[src/hw/rtl/hcal_pkg.sv]
package hcal_pkg;

  localparam int WordW         = 64;
  localparam int CodeLenW      = 7;
  localparam int DataLenW      = 6;
  localparam int CheckW        = 3;
  localparam int SyndW         = 7;
  localparam int CfgIdxW       = 1;
  localparam int CfgDataW      = 7;
  localparam int MaxCodeLenDef = 64;

  localparam logic [CodeLenW-1:0] CodeLenRst = 7'd7;
  localparam logic [DataLenW-1:0] DataLenRst = 6'd4;

  typedef enum logic [CfgIdxW-1:0] {
    CfgCodeLen = 1'b0,
    CfgDataLen = 1'b1
  } cfg_reg_e;

  typedef enum logic {
    OpEncode = 1'b0,
    OpDecode = 1'b1
  } op_e;

  typedef struct packed {
    logic             op;
    logic [WordW-1:0] word_in;
  } req_t;

  typedef struct packed {
    logic [WordW-1:0]  word_out;
    logic [CheckW-1:0] check_bits;
    logic [SyndW-1:0]  syndrome_value;
    logic              code_valid;
    logic              error_seen;
    logic              uncorrectable;
    logic              params_bad;
  } rsp_t;

  // after stage 1: word is the scattered data (encode) or masked code word (decode)
  typedef struct packed {
    logic                op;
    logic                bad;
    logic [CheckW-1:0]   check_bits;
    logic [CodeLenW-1:0] n;
    logic [WordW-1:0]    word;
  } prep_t;

  typedef struct packed {
    prep_t            prep;
    logic [SyndW-1:0] synd;
  } synd_t;

  // 1-based code position of data bit k
  function automatic int data_pos(int k);
    int p;
    p = 0;
    for (int j = 0; j < 8; j++) begin
      if (k + 1 + p >= (1 << p)) p++;
    end
    return k + 1 + p;
  endfunction

  // word bits whose position has syndrome bit j set
  function automatic logic [WordW-1:0] synd_mask(int j);
    logic [WordW-1:0] m;
    m = '0;
    for (int p = 1; p <= WordW; p++) begin
      if (((p >> j) & 1) == 1) m[p-1] = 1'b1;
    end
    return m;
  endfunction

endpackage

[src/hw/rtl/hcal_prep.sv]
module hcal_prep
  import hcal_pkg::*;
#(
  parameter int MaxCodeLen = MaxCodeLenDef
) (
  input  logic                clk_i,
  input  logic                rst_ni,
  input  logic                valid_i,
  input  req_t                req_i,
  input  logic [CodeLenW-1:0] code_len_i,
  input  logic [DataLenW-1:0] data_len_i,
  output logic                valid_o,
  output prep_t               prep_o
);

  logic [CodeLenW-1:0] n;
  logic [WordW-1:0]    mask_m, mask_n, data_m, scat;
  logic signed [7:0]   r;
  logic                enc_ok;
  logic [CheckW-1:0]   cnt;
  prep_t               prep_d, prep_q;
  logic                valid_q;

  assign n = (code_len_i > CodeLenW'(MaxCodeLen)) ? CodeLenW'(MaxCodeLen) : code_len_i;

  assign mask_m = ~({WordW{1'b1}} << data_len_i);
  assign mask_n = ~({WordW{1'b1}} << n);
  assign data_m = req_i.word_in & mask_m;

  // fixed spread of data bits onto non-power-of-two positions
  always_comb begin
    scat = '0;
    for (int k = 0; k < WordW; k++) begin
      if (data_pos(k) <= WordW) scat[data_pos(k)-1] = data_m[k];
    end
  end

  assign r = $signed({1'b0, n}) - $signed({2'b00, data_len_i});

  always_comb begin
    if (r <= 8'sd0) begin
      enc_ok = 1'b0;
    end else if (r >= 8'sd7) begin
      enc_ok = 1'b1;
    end else begin
      enc_ok = (8'd1 << r[2:0]) >= ({1'b0, n} + 8'd1);
    end
  end

  // parity positions up to n
  always_comb begin
    cnt = '0;
    for (int j = 0; j < CodeLenW; j++) begin
      cnt = cnt + CheckW'(n >= CodeLenW'(1 << j));
    end
  end

  always_comb begin
    prep_d.op         = req_i.op;
    prep_d.n          = n;
    prep_d.check_bits = cnt;
    if (req_i.op == OpDecode) begin
      prep_d.bad  = (n == '0);
      prep_d.word = req_i.word_in & mask_n;
    end else begin
      prep_d.bad  = !enc_ok;
      prep_d.word = scat;
    end
  end

  always_ff @(posedge clk_i or negedge rst_ni) begin
    if (!rst_ni) begin
      valid_q <= 1'b0;
    end else begin
      valid_q <= valid_i;
    end
  end

  always_ff @(posedge clk_i) begin
    if (valid_i) prep_q <= prep_d;
  end

  assign valid_o = valid_q;
  assign prep_o  = prep_q;

endmodule

[src/hw/rtl/hcal_syndrome.sv]
module hcal_syndrome
  import hcal_pkg::*;
(
  input  logic  clk_i,
  input  logic  rst_ni,
  input  logic  valid_i,
  input  prep_t prep_i,
  output logic  valid_o,
  output synd_t synd_o
);

  synd_t synd_d, synd_q;
  logic  valid_q;

  // each syndrome bit is the parity of its position group
  always_comb begin
    synd_d.prep = prep_i;
    for (int j = 0; j < SyndW; j++) begin
      synd_d.synd[j] = ^(prep_i.word & synd_mask(j));
    end
  end

  always_ff @(posedge clk_i or negedge rst_ni) begin
    if (!rst_ni) begin
      valid_q <= 1'b0;
    end else begin
      valid_q <= valid_i;
    end
  end

  always_ff @(posedge clk_i) begin
    if (valid_i) synd_q <= synd_d;
  end

  assign valid_o = valid_q;
  assign synd_o  = synd_q;

endmodule

[src/hw/rtl/hcal_finish.sv]
module hcal_finish
  import hcal_pkg::*;
(
  input  logic  clk_i,
  input  logic  rst_ni,
  input  logic  valid_i,
  input  synd_t synd_i,
  output logic  valid_o,
  output rsp_t  rsp_o
);

  logic [WordW-1:0]    enc_word, corr, gath;
  logic [SyndW-1:0]    s;
  logic [CodeLenW-1:0] n;
  logic                s_in_range;
  rsp_t                rsp_d, rsp_q;
  logic                valid_q;

  assign s          = synd_i.synd;
  assign n          = synd_i.prep.n;
  assign s_in_range = (s != '0) && (s <= n);

  // fill parity positions up to n
  always_comb begin
    enc_word = synd_i.prep.word;
    for (int j = 0; j < SyndW; j++) begin
      if ((1 << j) <= WordW) begin
        if ((CodeLenW'(1 << j) <= n) && s[j]) enc_word[(1 << j)-1] = 1'b1;
      end
    end
  end

  always_comb begin
    corr = synd_i.prep.word;
    if (s_in_range) corr[6'(s - 7'd1)] = ~corr[6'(s - 7'd1)];
  end

  always_comb begin
    gath = '0;
    for (int k = 0; k < WordW; k++) begin
      if (data_pos(k) <= WordW) gath[k] = corr[data_pos(k)-1];
    end
  end

  always_comb begin
    rsp_d = '0;
    if (synd_i.prep.bad) begin
      rsp_d.params_bad = 1'b1;
    end else if (synd_i.prep.op == OpDecode) begin
      rsp_d.word_out       = gath;
      rsp_d.check_bits     = synd_i.prep.check_bits;
      rsp_d.syndrome_value = s;
      rsp_d.code_valid     = (s == '0);
      rsp_d.error_seen     = (s != '0);
      rsp_d.uncorrectable  = (s > n);
    end else begin
      rsp_d.word_out   = enc_word;
      rsp_d.check_bits = synd_i.prep.check_bits;
    end
  end

  always_ff @(posedge clk_i or negedge rst_ni) begin
    if (!rst_ni) begin
      valid_q <= 1'b0;
    end else begin
      valid_q <= valid_i;
    end
  end

  always_ff @(posedge clk_i) begin
    if (valid_i) rsp_q <= rsp_d;
  end

  assign valid_o = valid_q;
  assign rsp_o   = rsp_q;

endmodule

[src/hw/rtl/hamming_codec_any_length.sv]
// Channel   Signals                                   Direction  Transfer
// request   start, busy, req_i                        in         start && !busy
// result    done_o, rsp_o                             out        done_o, one cycle
// config    cfg_valid_i, cfg_ready_o, cfg_idx_i/data  in         cfg_valid_i && cfg_ready_o
//
// Three register stages: prep (mask, scatter, bound check), syndrome
// (XOR trees), finish (parity fill or correct and gather).
// One request per cycle, as busy stays low; done_o rises once the request
// has passed the prep, syndrome and finish registers.
// Reset clears the stage valid bits and loads code_len=7, data_len=4.
// The receiver cannot stall, so busy stays low and nothing is held.
module hamming_codec_any_length
  import hcal_pkg::*;
#(
  parameter int MaxCodeLen = MaxCodeLenDef
) (
  input  logic                clk_i,
  input  logic                rst_ni,
  input  logic                start,
  output logic                busy,
  input  req_t                req_i,
  output logic                done_o,
  output rsp_t                rsp_o,
  input  logic                cfg_valid_i,
  output logic                cfg_ready_o,
  input  logic [CfgIdxW-1:0]  cfg_idx_i,
  input  logic [CfgDataW-1:0] cfg_data_i
);

  logic [CodeLenW-1:0] code_len_q, code_len_d;
  logic [DataLenW-1:0] data_len_q, data_len_d;
  logic                acc;
  logic                v1, v2;
  prep_t               prep;
  synd_t               synd;

  // pipeline never backs up
  assign busy        = 1'b0;
  assign cfg_ready_o = 1'b1;
  assign acc         = start && !busy;

  always_comb begin
    code_len_d = code_len_q;
    data_len_d = data_len_q;
    if (cfg_valid_i && cfg_ready_o) begin
      case (cfg_reg_e'(cfg_idx_i))
        CfgCodeLen: code_len_d = cfg_data_i[CodeLenW-1:0];
        CfgDataLen: data_len_d = cfg_data_i[DataLenW-1:0];
        default: ;
      endcase
    end
  end

  always_ff @(posedge clk_i or negedge rst_ni) begin
    if (!rst_ni) begin
      code_len_q <= CodeLenRst;
      data_len_q <= DataLenRst;
    end else begin
      code_len_q <= code_len_d;
      data_len_q <= data_len_d;
    end
  end

  // stage 1: saturate n, bound check, place data or mask code word
  hcal_prep #(
    .MaxCodeLen(MaxCodeLen)
  ) u_prep (
    .clk_i     (clk_i),
    .rst_ni    (rst_ni),
    .valid_i   (acc),
    .req_i     (req_i),
    .code_len_i(code_len_q),
    .data_len_i(data_len_q),
    .valid_o   (v1),
    .prep_o    (prep)
  );

  // stage 2: syndrome over positions 1..n
  hcal_syndrome u_synd (
    .clk_i  (clk_i),
    .rst_ni (rst_ni),
    .valid_i(v1),
    .prep_i (prep),
    .valid_o(v2),
    .synd_o (synd)
  );

  // stage 3: result word and flags, registered onto the ports
  hcal_finish u_finish (
    .clk_i  (clk_i),
    .rst_ni (rst_ni),
    .valid_i(v2),
    .synd_i (synd),
    .valid_o(done_o),
    .rsp_o  (rsp_o)
  );

endmodule
[config.mk]
export PLATFORM = sky130hd
export DESIGN_NAME = hamming_codec_any_length
export DESIGN_NICKNAME = d
export VERILOG_FILES = /design/src/hw/rtl/hcal_pkg.sv /design/src/hw/rtl/hcal_prep.sv /design/src/hw/rtl/hcal_syndrome.sv /design/src/hw/rtl/hcal_finish.sv /design/src/hw/rtl/hamming_codec_any_length.sv
export SDC_FILE = /design/constraint.sdc
export NUM_CORES = 1
export LEC_CHECK = 0
export BUFFER_PORTS_ARGS = -buffer_cell sky130_fd_sc_hd__buf_2
export CORE_MARGIN = 2
export CORE_UTILIZATION = 60
export CTS_CLUSTER_DIAMETER = 30
export CTS_CLUSTER_SIZE = 24
export DETAILED_ROUTE_END_ITERATION = 10
export PLACE_DENSITY = 0.79
export SLEW_MARGIN = 10
export SYNTH_ARGS = -nofsm -noshare
export SYNTH_HDL_FRONTEND = slang
export SYNTH_SLANG_ARGS = --single-unit
[constraint.sdc]
create_clock -name clk_i -period 6.85 [get_ports clk_i]
set_clock_uncertainty 0.15 [all_clocks]
set_input_delay 1.0275 -clock clk_i [delete_from_list [all_inputs] [get_ports clk_i]]
set_output_delay 1.0275 -clock clk_i [all_outputs]
set_load 0.01 [all_outputs]
==> impl_metrics.sql, run 1 <==
INSERT INTO impl_metrics (metric_group, metric, value, unit) VALUES
('outcome', 'outcome', 'finished, final reports clean', ''),
('global_route', 'pin_count_of_the_biggest_net_entering_global_routing', '84', ''),
('timing', 'finalSetupTns', '0', 'ns'),
('die', 'io_pins', '158', ''),
('yosys', 'synth_seq_area_share', '54.3', '%'),
('global_route', 'grt_first_pass_wirelength', '64500', 'um'),
('die', 'dieWidth', '156', 'um'),
('critical_path', 'critical_path.reg2reg.endpoint', 'u_prep.prep_o[72]', ''),
('timing', 'drv_slew', '0', ''),
('layout', 'num-nets-final', '1441', ''),
('clock_tree', 'clk_root_buffer_cell', 'sky130_fd_sc_hd__clkbuf_16', ''),
('route', 'dr.pass1.iters', '5', ''),
('clock_tree', 'ctsHtreeMaxLevel', '2', ''),
('critical_path', 'path_max_fanout', '11', ''),
('clock_tree', 'hold_bufs_at_cts', '0', ''),
('die', 'core', '0.0226', 'sq mm'),
('critical_path', 'crit_slowest_cell', 'sky130_fd_sc_hd__or3_1', ''),
('layout', 'layout_commonest_cell', 'sky130_fd_sc_hd__edfxtp_1', ''),
('timing', 'hold_ws', '0.269', 'ns'),
('critical_path', 'endpoint_kind', 'register', ''),
('clock_tree', 'tritoncts', 'done', ''),
('die', 'die_height', '156', 'um'),
('layout', 'layout_fillers', '1615', ''),
('clock_tree', 'worst_setup_hold_path_clk_slew', '0.05', 'ns'),
('timing', 'fmaxAchievable', '225', 'MHz'),
('global_route', 'globalRouteOverflowTotal', '0', ''),
('yosys', 'postSynth.asyncResetShare', '6.35', '%'),
('clock_tree', 'clk-insertion-delay-late', '0.54', 'ns'),
('layout', 'commonest_cells_after_routing_fill_and_taps_aside', 'sky130_fd_sc_hd__edfxtp_1 (236), sky130_fd_sc_hd__buf_2 (155), sky130_fd_sc_hd__nand2_1 (114)', ''),
('critical_path', 'cp-endpoint', 'u_prep.prep_o[72]', ''),
('yosys', 'post_synth.cell_area_avg', '11.7', 'sq um'),
('die', 'rows', '55', ''),
('clock_tree', 'cts-resized-gates', '0', ''),
('layout', 'drive_gt1_share', '21.6', '%'),
('yosys', 'ys_types', '68', ''),
('global_route', 'globalRouteTotalUtil', '35.8', '%'),
('clock_tree', 'clockBufferDepth', '3', ''),
('critical_path', 'cp.buffers_inverters', '2', ''),
('clock_tree', 'number_of_buffers_created_by_cts', '43', ''),
('route', 'via_per_inst', '6.62', ''),
('route', 'route.detailed.drc', '0', ''),
('timing', 'max_slew_margin', '24.4', '%'),
('critical_path', 'reg2reg_from', 'code_len_q[4]', ''),
('critical_path', 'crit_cells', '10', ''),
('yosys', 'synth_seq_cells', '252', ''),
('global_route', 'vias_in_the_first_global_route', '10800', ''),
('layout', 'regArea', '0.00750', 'sq mm'),
('layout', 'area_growth', '16.9', '%'),
('route', 'ant_nets', '0', ''),
('clock_tree', 'post-cts-setup-buffers', '0', ''),
('global_route', 'number_of_antenna_violations_at_the_first_check_in_global_routing', '0', ''),
('critical_path', 'worst_setup_path_start_kind', 'register', ''),
('layout', 'num_antenna_cells', '0', ''),
('yosys', 'yosys_warnings', '0', ''),
('route', 'dr_total_vias', '10900', ''),
('critical_path', 'worst_r2r_setup_slack', '2.40', 'ns'),
('yosys', 'post_synth_instance_area', '0.0138', 'sq mm'),
('place', 'dp_hpwl', '32100', 'um'),
('run', 'maxCapViolCount', '0', ''),
('critical_path', 'reg2reg_depth', '10', ''),
('place', 'placement.cell_area', '0.0148', 'sq mm'),
('timing', 'number_of_setup_violations_in_the_final_report', '0', ''),
('route', 'detailedRoute.firstIterationViolations', '1088', ''),
('clock_tree', 'total_number_of_clock_tree_sinks', '252', ''),
('timing', 'rsz0062_at_grt', 'no', ''),
('critical_path', 'cp_common_cell', 'sky130_fd_sc_hd__fa_1', ''),
('yosys', 'post_synth_inst_count', '1184', ''),
('yosys', 'synth_ff_type', 'sky130_fd_sc_hd__edfxtp_1', ''),
('critical_path', 'setup.worst_path.class', 'register to register', ''),
('critical_path', 'crit_start', 'code_len_q[4]', ''),
('worst_hold_path', 'hold_path_depth', '0', '');
[cells in the mapped netlist (all sizes together) (3+ instances only)]
cell type	instances	area, sq um
o311ai	12	105
dfrtp	12	300
a32o	6	61.3
mux2i	22	220
buf	16	110
o2111ai	3	26.3
nand2b	14	87.6
xnor2	106	928
nor4	7	50.1
o211ai	45	338
nor3	16	96.4
nand3	54	270
mux4	14	315
dfstp	4	105
a41oi	7	61.3
a32oi	21	184
nand2	114	428
fa	5	100
or3	12	80.1
a21oi	43	215
a211oi	5	47.5
clkinv	4	15.0
mux2	13	146
a31oi	15	93.8
nor2	37	139
a21o	8	60.1
xor2	23	201
o22ai	8	50.1
and2	18	115
a222oi	6	60.1
nor2b	13	81.3
clkbuf	53	199
edfxtp	236	7090
o31ai	11	82.6
nand4	7	43.8
ha	28	350
and3	11	68.8
inv	30	113
or2	8	50.1
o21ai	86	430
o22a	12	105
[area by class of cell]
class,instances,share of cell area [%]
well taps,285,2.21
repair buffers,170,5.51
inverters,34,0.791
clock inverters,29,1.57
flip-flops and latches,252,46.5
multi-input cells,830,36.5
clock buffers,48,6.92
[cell families after synthesis]
kind of cell,count (synthesis),share of synthesized area [%]
DFF,252,54.3
buffers and inverters,103,3.17
xor gates and xnor gates,129,8.19
muxes,49,4.94
adders and majority gates,33,3.27
and+or+nand+nor,318,11.4
other,2,0.0544
AOI/OAI and AO/OA,298,14.7
[worst min-delay path by stage]
stage	end	from
detailed placement	u_synd.synd_o[75]	u_prep.prep_o[68]
floorplan	u_synd.synd_o[70]	u_prep.prep_o[63]
global placement	u_synd.synd_o[82]	u_prep.prep_o[75]
CTS	u_synd.synd_o[80]	u_prep.prep_o[73]
finish	u_synd.synd_o[75]	u_prep.prep_o[68]
global route	u_synd.synd_o[75]	u_prep.prep_o[68]
[registers in the layout, summed over array words and instances, names as in the netlist]
register	count
u_prep.prep_o	76
u_finish.valid_o	1
u_finish.rsp_o	78
u_synd.valid_o	1
u_prep.valid_o	1
u_synd.synd_o	82
code_len_q	7
data_len_q	6
[power breakdown]
group          internal, mW  switching [mW]
Clock                  1.26           0.744
Combinational         0.839            1.41
Sequential             1.94           0.211
Total                  4.03            2.37
[per-layer routing]
layer	GRT usage, %	routed length [um]
met1	45.6	16300
met2	58.6	20400
met3	6.72	3940
met4	19.0	2560
met5	0	0
[worst register-to-register path: stages, from the launching register on]
cell,delay (ns)
sky130_fd_sc_hd__dfrtp_1,0.49
sky130_fd_sc_hd__or3_1,0.63
sky130_fd_sc_hd__nor3_1,0.37
sky130_fd_sc_hd__nand2_1,0.17
sky130_fd_sc_hd__or3_1,0.37
sky130_fd_sc_hd__fa_1,0.52
sky130_fd_sc_hd__inv_1,0.06
sky130_fd_sc_hd__fa_1,0.51
sky130_fd_sc_hd__inv_1,0.06
sky130_fd_sc_hd__fa_1,0.43
sky130_fd_sc_hd__fa_1,0.45
[through the flow]
stage / setup WS (ns) / std cells / utilization [%] / power, mW
6_report: 2.40 / 1648 / 71.5 / 6.40
5_1_grt: 2.32 / 1648 / 71.5 / 6.63
4_1_cts: 2.44 / 1648 / 71.5 / 6.36
3_5_place_dp: 2.42 / 1571 / 65.4 / 4.35
3_3_place_gp: 2.63 / 1571 / 65.4 / 4.30
2_1_floorplan: 2.94 / 1185 / - / 3.73
Power figures use the tool's default switching activity.
==> run 2, diff against run 1 <==
- CORE_UTILIZATION: 60 -> 59
- PLACE_DENSITY: 0.79 -> 0.77
- clock period: 6.85 -> 4.2 ns (I/O delays scaled with it)
==> run 2 against run 1 <==
Net effect: critical path depth is the same; routed wire length shrank 2.0%; sequential share of layout area shrank 0.78 points; clock-buffer cell count shrank 2; design area grew 1.7%; core utilization grew 0.56 points; worst setup slack lost 2.1 ns; sequential power grew 62%; flip-flop and latch count is the same; total power grew 67%.
==> impl_metrics.sql, run 2 (synthesis gave the netlist of run 1 again) <==
INSERT INTO impl_metrics (metric_group, metric, value, unit) VALUES
('outcome', 'outcome', 'finished, final reports clean', ''),
('layout', 'commonest_cells_after_routing_fill_and_taps_aside', 'sky130_fd_sc_hd__edfxtp_1 (236), sky130_fd_sc_hd__buf_2 (155), sky130_fd_sc_hd__nand2_1 (114)', ''),
('route', 'ant_nets', '0', ''),
('global_route', 'globalRouteTotalUtil', '35.1', '%'),
('clock_tree', 'post-cts-setup-buffers', '0', ''),
('clock_tree', 'tritoncts', 'done', ''),
('die', 'core', '0.0228', 'sq mm'),
('global_route', 'number_of_antenna_violations_at_the_first_check_in_global_routing', '0', ''),
('critical_path', 'worst_r2r_setup_slack', '0.32', 'ns'),
('route', 'dr.pass1.iters', '8', ''),
('global_route', 'grt_first_pass_wirelength', '64100', 'um'),
('die', 'die_height', '157', 'um'),
('layout', 'num_antenna_cells', '0', ''),
('layout', 'drive_gt1_share', '23.1', '%'),
('pwr', 'vdd_ir_max', '0.000473', 'V'),
('route', 'detailedRoute.firstIterationViolations', '1148', ''),
('critical_path', 'worst_setup_path_start_kind', 'register', ''),
('critical_path', 'critical_path.reg2reg.endpoint', 'u_prep.prep_o[72]', ''),
('critical_path', 'crit_start', 'code_len_q[4]', ''),
('clock_tree', 'number_of_buffers_created_by_cts', '43', ''),
('critical_path', 'cp_data_required_time', '4.30', 'ns'),
('route', 'route.detailed.drc', '0', ''),
('route', 'via_per_inst', '6.45', ''),
('pwr', 'power_density', '653', 'mW/mm^2'),
('clock_tree', 'total_number_of_clock_tree_sinks', '252', ''),
('critical_path', 'arrival', '3.98', 'ns'),
('timing', 'report.final.hold_viol_count', '0', ''),
('timing', 'finalSetupTns', '0', 'ns'),
('critical_path', 'cp-endpoint', 'u_prep.prep_o[72]', ''),
('place', 'dp_hpwl', '31600', 'um'),
('worst_hold_path', 'hp-class', 'input port to register', ''),
('timing', 'rsz0062_at_grt', 'no', ''),
('layout', 'number_of_flip_flops_under_the_largest_register_name', '82', ''),
('clock_tree', 'clockBufferDepth', '3', ''),
('global_route', 'gr-usage-met2', '54.5', '%'),
('layout', 'num-nets-final', '1463', ''),
('global_route', 'vias_in_the_first_global_route', '10700', ''),
('die', 'rows', '55', ''),
('die', 'dieWidth', '157', 'um'),
('global_route', 'global_route.usage.met3', '6.66', '%'),
('global_route', 'pin_count_of_the_biggest_net_entering_global_routing', '78', ''),
('critical_path', 'path_max_fanout', '3', ''),
('timing', 'timing.final.crit_share', '92.5', '%'),
('place', 'gpl.final_weighted_congestion', '1.00', ''),
('timing', 'number_of_setup_violations_in_the_final_report', '0', ''),
('critical_path', 'reg2reg_depth', '10', ''),
('pwr', 'static-leakage-power', '6.17', 'nW'),
('critical_path', 'setup.worst_path.class', 'register to register', ''),
('die', 'starting_utilization_of_the_core_area', '60.6', '%'),
('global_route', 'grt.met1_usage', '46.2', '%'),
('route', 'route.final.wire_length', '42400', 'um'),
('clock_tree', 'worst_setup_hold_path_clk_slew', '0.05', 'ns'),
('timing', 'fmaxAchievable', '257', 'MHz'),
('route', 'routed_wl_per_cell', '24.9', 'um'),
('die', 'design.die.area', '0.0246', 'sq mm'),
('clock_tree', 'clk_root_buffer_cell', 'sky130_fd_sc_hd__clkbuf_16', ''),
('global_route', 'globalRouteOverflowTotal', '0', ''),
('global_route', 'grt.busiest_layer', 'met2', ''),
('layout', 'layout_fillers', '1564', ''),
('timing', 'hold_ws', '0.210', 'ns'),
('clock_tree', 'clk-insertion-delay-late', '0.54', 'ns'),
('clock_tree', 'ctsHtreeMaxLevel', '2', ''),
('critical_path', 'endpoint_kind', 'register', ''),
('timing', 'worst-slew-pin-transition', '1.18', 'ns'),
('run', 'maxCapViolCount', '0', ''),
('timing', 'finalWorstPathRequiredPeriod', '3.88', 'ns'),
('timing', 'drv_slew', '0', ''),
('layout', 'area_growth', '18.9', '%'),
('route', 'dr_total_vias', '11000', ''),
('timing', 'max_slew_margin', '20.7', '%'),
('critical_path', 'reg2reg_from', 'code_len_q[4]', ''),
('layout', 'layout_commonest_cell', 'sky130_fd_sc_hd__edfxtp_1', ''),
('place', 'place.port_buffers', '155', ''),
('die', 'io_pins', '158', '');
==> run 2: changes by cell type in the layout (fill, tap and decap cells not counted), sizes merged <==
cell / previous run / this run
clkinv: 21 / 16
clkbuf: 48 / 46
buf: 170 / 191
dlygate4sd3: 0 / 1
clkinvlp: 4 / 2
bufinv: 2 / 3
inv: 36 / 46
==> run 2: worst min path at each step <==
stage / slack (ns) / to / cells past startpoint / from
after floorplan: 0.18 / code_len_q[3] / 0 / rst_ni
after global placement: 0.25 / u_synd.synd_o[81] / 0 / u_prep.prep_o[74]
after detailed placement: 0.25 / u_synd.synd_o[73] / 0 / u_prep.prep_o[66]
after CTS: 0.20 / code_len_q[6] / 2 / cfg_data_i[6]
after global routing: 0.20 / code_len_q[6] / 2 / cfg_data_i[6]
final: 0.21 / code_len_q[6] / 2 / cfg_data_i[6]
==> run 2: what timing repair did <==
item,4_1_cts,5_1_grt
gates resized for setup,0,1
hold endpoints to repair,12,0
setup endpoints to repair,0,1
hold buffers,1,0
==> run 2: worst max-delay path, cell delays in order, from the launching register on <==
cell and delay [ns]:
sky130_fd_sc_hd__dfrtp_1 0.36, sky130_fd_sc_hd__or3_1 0.41, sky130_fd_sc_hd__nor3_2 0.17, sky130_fd_sc_hd__nand2_1 0.14, sky130_fd_sc_hd__or3_1 0.36, sky130_fd_sc_hd__fa_1 0.51
sky130_fd_sc_hd__inv_1 0.05, sky130_fd_sc_hd__fa_1 0.52, sky130_fd_sc_hd__inv_1 0.06, sky130_fd_sc_hd__fa_1 0.43, sky130_fd_sc_hd__fa_1 0.44
==> run 2: where the power goes <==
part / switching [mW] / leakage [nW] / internal (mW)
Clock: 1.27 / 0.699 / 2.12
Combinational: 2.37 / 2.91 / 1.48
Sequential: 0.319 / 2.56 / 3.16
==> run 2: cell type report <==
class                      count  area [sq um]  share of cell area, %
clock buffer                  46          1090                   6.63
clock inverter                33           337                   2.05
inverter                      34           128                  0.778
multi-input combinational    830          5890                   35.9
sequential                   252          7500                   45.7
tap                          313           392                   2.39
timing repair buffer         192          1070                   6.51
==> run 2: metrics by stage <==
stage	area, sq um	cells	utilization, %	total power, mW	setup slack (ns)
global placement	15000	1620	65.7	7.15	0.391
CTS	16400	1700	72.0	10.6	0.222
finish	16400	1700	72.0	10.7	0.315
detailed placement	15000	1620	65.7	7.23	0.217
floorplan	13800	1185	-	6.09	0.293
global route	16400	1700	72.0	11.1	0.104
==> run 2: routing by layer <==
layer / up-vias / routed length, um
met4: 0 / 2800
met1: 5098 / 16200
met2: 835 / 19300
li1: 4857 / -
met5: - / 0
met3: 169 / 4100
==> run 3, diff against run 2 <==
- BUFFER_PORTS_ARGS: -buffer_cell sky130_fd_sc_hd__buf_2 -> not set
- CORE_UTILIZATION: 59 -> 60
- DONT_BUFFER_PORTS: not set -> 1
- PLACE_DENSITY: 0.77 -> 0.73
==> run 3 against run 2 <==
Net effect: via count decreased by 6.8%; fmax increased by 0.72%; sequential share of layout area rose by 1.7 points; largest power group is now clock; highest routed layer unchanged.
==> impl_metrics.sql, run 3 (synthesis gave the netlist of run 1 again) <==
INSERT INTO impl_metrics (metric_group, metric, value, unit) VALUES
('global_route', 'vias_in_the_first_global_route', '9990', ''),
('global_route', 'globalRouteTotalUtil', '33.3', '%'),
('global_route', 'grt_first_pass_wirelength', '60300', 'um'),
('timing', 'fmaxAchievable', '259', 'MHz'),
('global_route', 'number_of_antenna_violations_at_the_first_check_in_global_routing', '0', ''),
('critical_path', 'crit_slowest_cell', 'sky130_fd_sc_hd__fa_1', ''),
('critical_path', 'cp_common_cell', 'sky130_fd_sc_hd__fa_1', ''),
('critical_path', 'path_max_fanout', '17', ''),
('critical_path', 'crit_chain', 'buf_4 > nand2b_1 > inv_1 > ha_1 > or3_1 > fa_1 > inv_1 > fa_1 > inv_1 > fa_1 > fa_1', ''),
('timing', 'finalWorstPathRequiredPeriod', '3.86', 'ns'),
('die', 'dieWidth', '156', 'um'),
('die', 'die_height', '156', 'um'),
('layout', 'number_of_flip_flops_under_the_largest_register_name', '82', ''),
('layout', 'num_antenna_cells', '0', ''),
('layout', 'area_growth', '14.5', '%'),
('place', 'placement.cell_area', '0.0142', 'sq mm'),
('clock_tree', 'ctsHtreeMaxLevel', '2', ''),
('die', 'io_pins', '158', ''),
('die', 'design.die.area', '0.0242', 'sq mm'),
('timing', 'timing.final.crit_share', '91.8', '%'),
('layout', 'commonest_cells_after_routing_fill_and_taps_aside', 'sky130_fd_sc_hd__edfxtp_1 (236), sky130_fd_sc_hd__nand2_1 (114), sky130_fd_sc_hd__xnor2_1 (106)', ''),
('timing', 'report.final.hold_viol_count', '0', ''),
('clock_tree', 'hold_bufs_at_cts', '2', ''),
('global_route', 'pin_count_of_the_biggest_net_entering_global_routing', '83', ''),
('timing', 'finalSetupTns', '0', 'ns'),
('layout', 'layout_fillers', '1634', ''),
('pwr', 'vdd_ir_max', '0.000405', 'V'),
('layout', 'num-nets-final', '1314', ''),
('outcome', 'outcome', 'finished, final reports clean', ''),
('route', 'dr_total_vias', '10200', ''),
('timing', 'number_of_setup_violations_in_the_final_report', '0', ''),
('pwr', 'static-leakage-power', '5.66', 'nW'),
('route', 'ant_nets', '0', ''),
('clock_tree', 'number_of_buffers_created_by_cts', '46', ''),
('route', 'route.detailed.drc', '0', ''),
('worst_hold_path', 'hp-class', 'input port to register', ''),
('route', 'detailedRoute.firstIterationViolations', '1024', ''),
('global_route', 'globalRouteOverflowTotal', '0', ''),
('route', 'dr.pass1.iters', '6', ''),
('timing', 'max_slew_margin', '25.1', '%'),
('clock_tree', 'post-cts-setup-buffers', '0', ''),
('run', 'maxCapViolCount', '0', ''),
('timing', 'drv_slew', '0', ''),
('clock_tree', 'clk-insertion-delay-late', '0.55', 'ns'),
('clock_tree', 'clockBufferDepth', '3', ''),
('pwr', 'power_density', '694', 'mW/mm^2'),
('route', 'via_per_inst', '6.69', ''),
('timing', 'worst-slew-pin-transition', '1.12', 'ns'),
('die', 'rows', '55', ''),
('timing', 'rsz0062_at_grt', 'no', ''),
('place', 'dp_hpwl', '29800', 'um'),
('clock_tree', 'clk_root_buffer_cell', 'sky130_fd_sc_hd__clkbuf_16', ''),
('route', 'routed_wl_per_cell', '26.2', 'um'),
('critical_path', 'crit_path_max_incr_delay', '0.51', 'ns'),
('clock_tree', 'total_number_of_clock_tree_sinks', '252', ''),
('die', 'core', '0.0226', 'sq mm'),
('layout', 'drive_gt1_share', '14.1', '%'),
('layout', 'final_cell_area', '0.0158', 'sq mm'),
('place', 'place.port_buffers', '0', ''),
('die', 'starting_utilization_of_the_core_area', '61.1', '%'),
('clock_tree', 'cts-resized-gates', '0', ''),
('layout', 'layout_commonest_cell', 'sky130_fd_sc_hd__edfxtp_1', ''),
('critical_path', 'cp_data_required_time', '4.32', 'ns'),
('route', 'route.final.wire_length', '40000', 'um'),
('place', 'gpl.final_weighted_congestion', '1.01', ''),
('critical_path', 'worst_setup_path_start_kind', 'register', ''),
('clock_tree', 'tritoncts', 'done', ''),
('clock_tree', 'worst_setup_hold_path_clk_slew', '0.05', 'ns'),
('critical_path', 'arrival', '3.98', 'ns'),
('critical_path', 'endpoint_kind', 'register', ''),
('critical_path', 'setup.worst_path.class', 'register to register', '');
==> run 3: final cells by class <==
class	count	area, sq um	area share, %
Clock buffer	51	1240	7.87
Clock inverter	35	382	2.42
Timing Repair Buffer	40	305	1.93
Tap cell	285	357	2.26
Inverter	34	128	0.808
Multi-Input combinational cell	830	5890	37.3
Sequential cell	252	7500	47.4
==> run 3: through the flow <==
stage | cells | power, mW | hold slack (ns) | util (%) | setup slack [ns]
6_report | 1527 | 11.0 | 0.0492 | 70.0 | 0.343
3_5_place_dp | 1439 | 7.07 | 0.185 | 62.7 | 0.319
2_1_floorplan | 1185 | 6.09 | 0.184 | - | 0.293
3_3_place_gp | 1439 | 7.02 | 0.185 | 62.7 | 0.381
4_1_cts | 1527 | 10.9 | 0.0335 | 70.0 | 0.331
5_1_grt | 1527 | 11.4 | 0.0350 | 70.0 | 0.0419
==> run 3: per-layer routing <==
layer  part of all wire [%]  vias up  GRT usage (%)  wire length (um)
li1                       -     4561              -                 -
met1                     38     4801           42.5             15200
met2                     46      694           51.9             18300
met3                     10      155           8.58              4030
met4                    6.2        0           19.4              2470
met5                      0        -              0                 0
==> run 3: final timing paths <==
check                               start           endpoint  slack, ns  cells past startpoint
max in group asynchronous          rst_ni     u_synd.valid_o       2.79                      1
min                             req_i[64]  u_prep.prep_o[75]       0.05                      0
max reg2reg                 code_len_q[6]  u_prep.prep_o[72]       0.34                     11
min in group asynchronous          rst_ni     u_synd.valid_o       0.50                      1
min reg2reg                u_prep.valid_o     u_synd.valid_o       0.23                      0
max                         code_len_q[6]  u_prep.prep_o[72]       0.34                     11
==> run 3: where the power goes <==
part           internal (mW)  total (mW)  leakage, nW  switching [mW]
logic                   1.42        3.64         2.28            2.22
registers               3.16        3.51         2.56           0.345
clock network           2.49        3.82        0.815            1.32
total                   7.08        11.0         5.66            3.88
==> run 3: worst max-delay path, delay by kind of cell (launching register included) <==
kind	cells	cell delay [ns]
fa+ha+maj	5	2.06
buf+inv	4	0.44
flops	1	0.36
simple gates	2	0.60
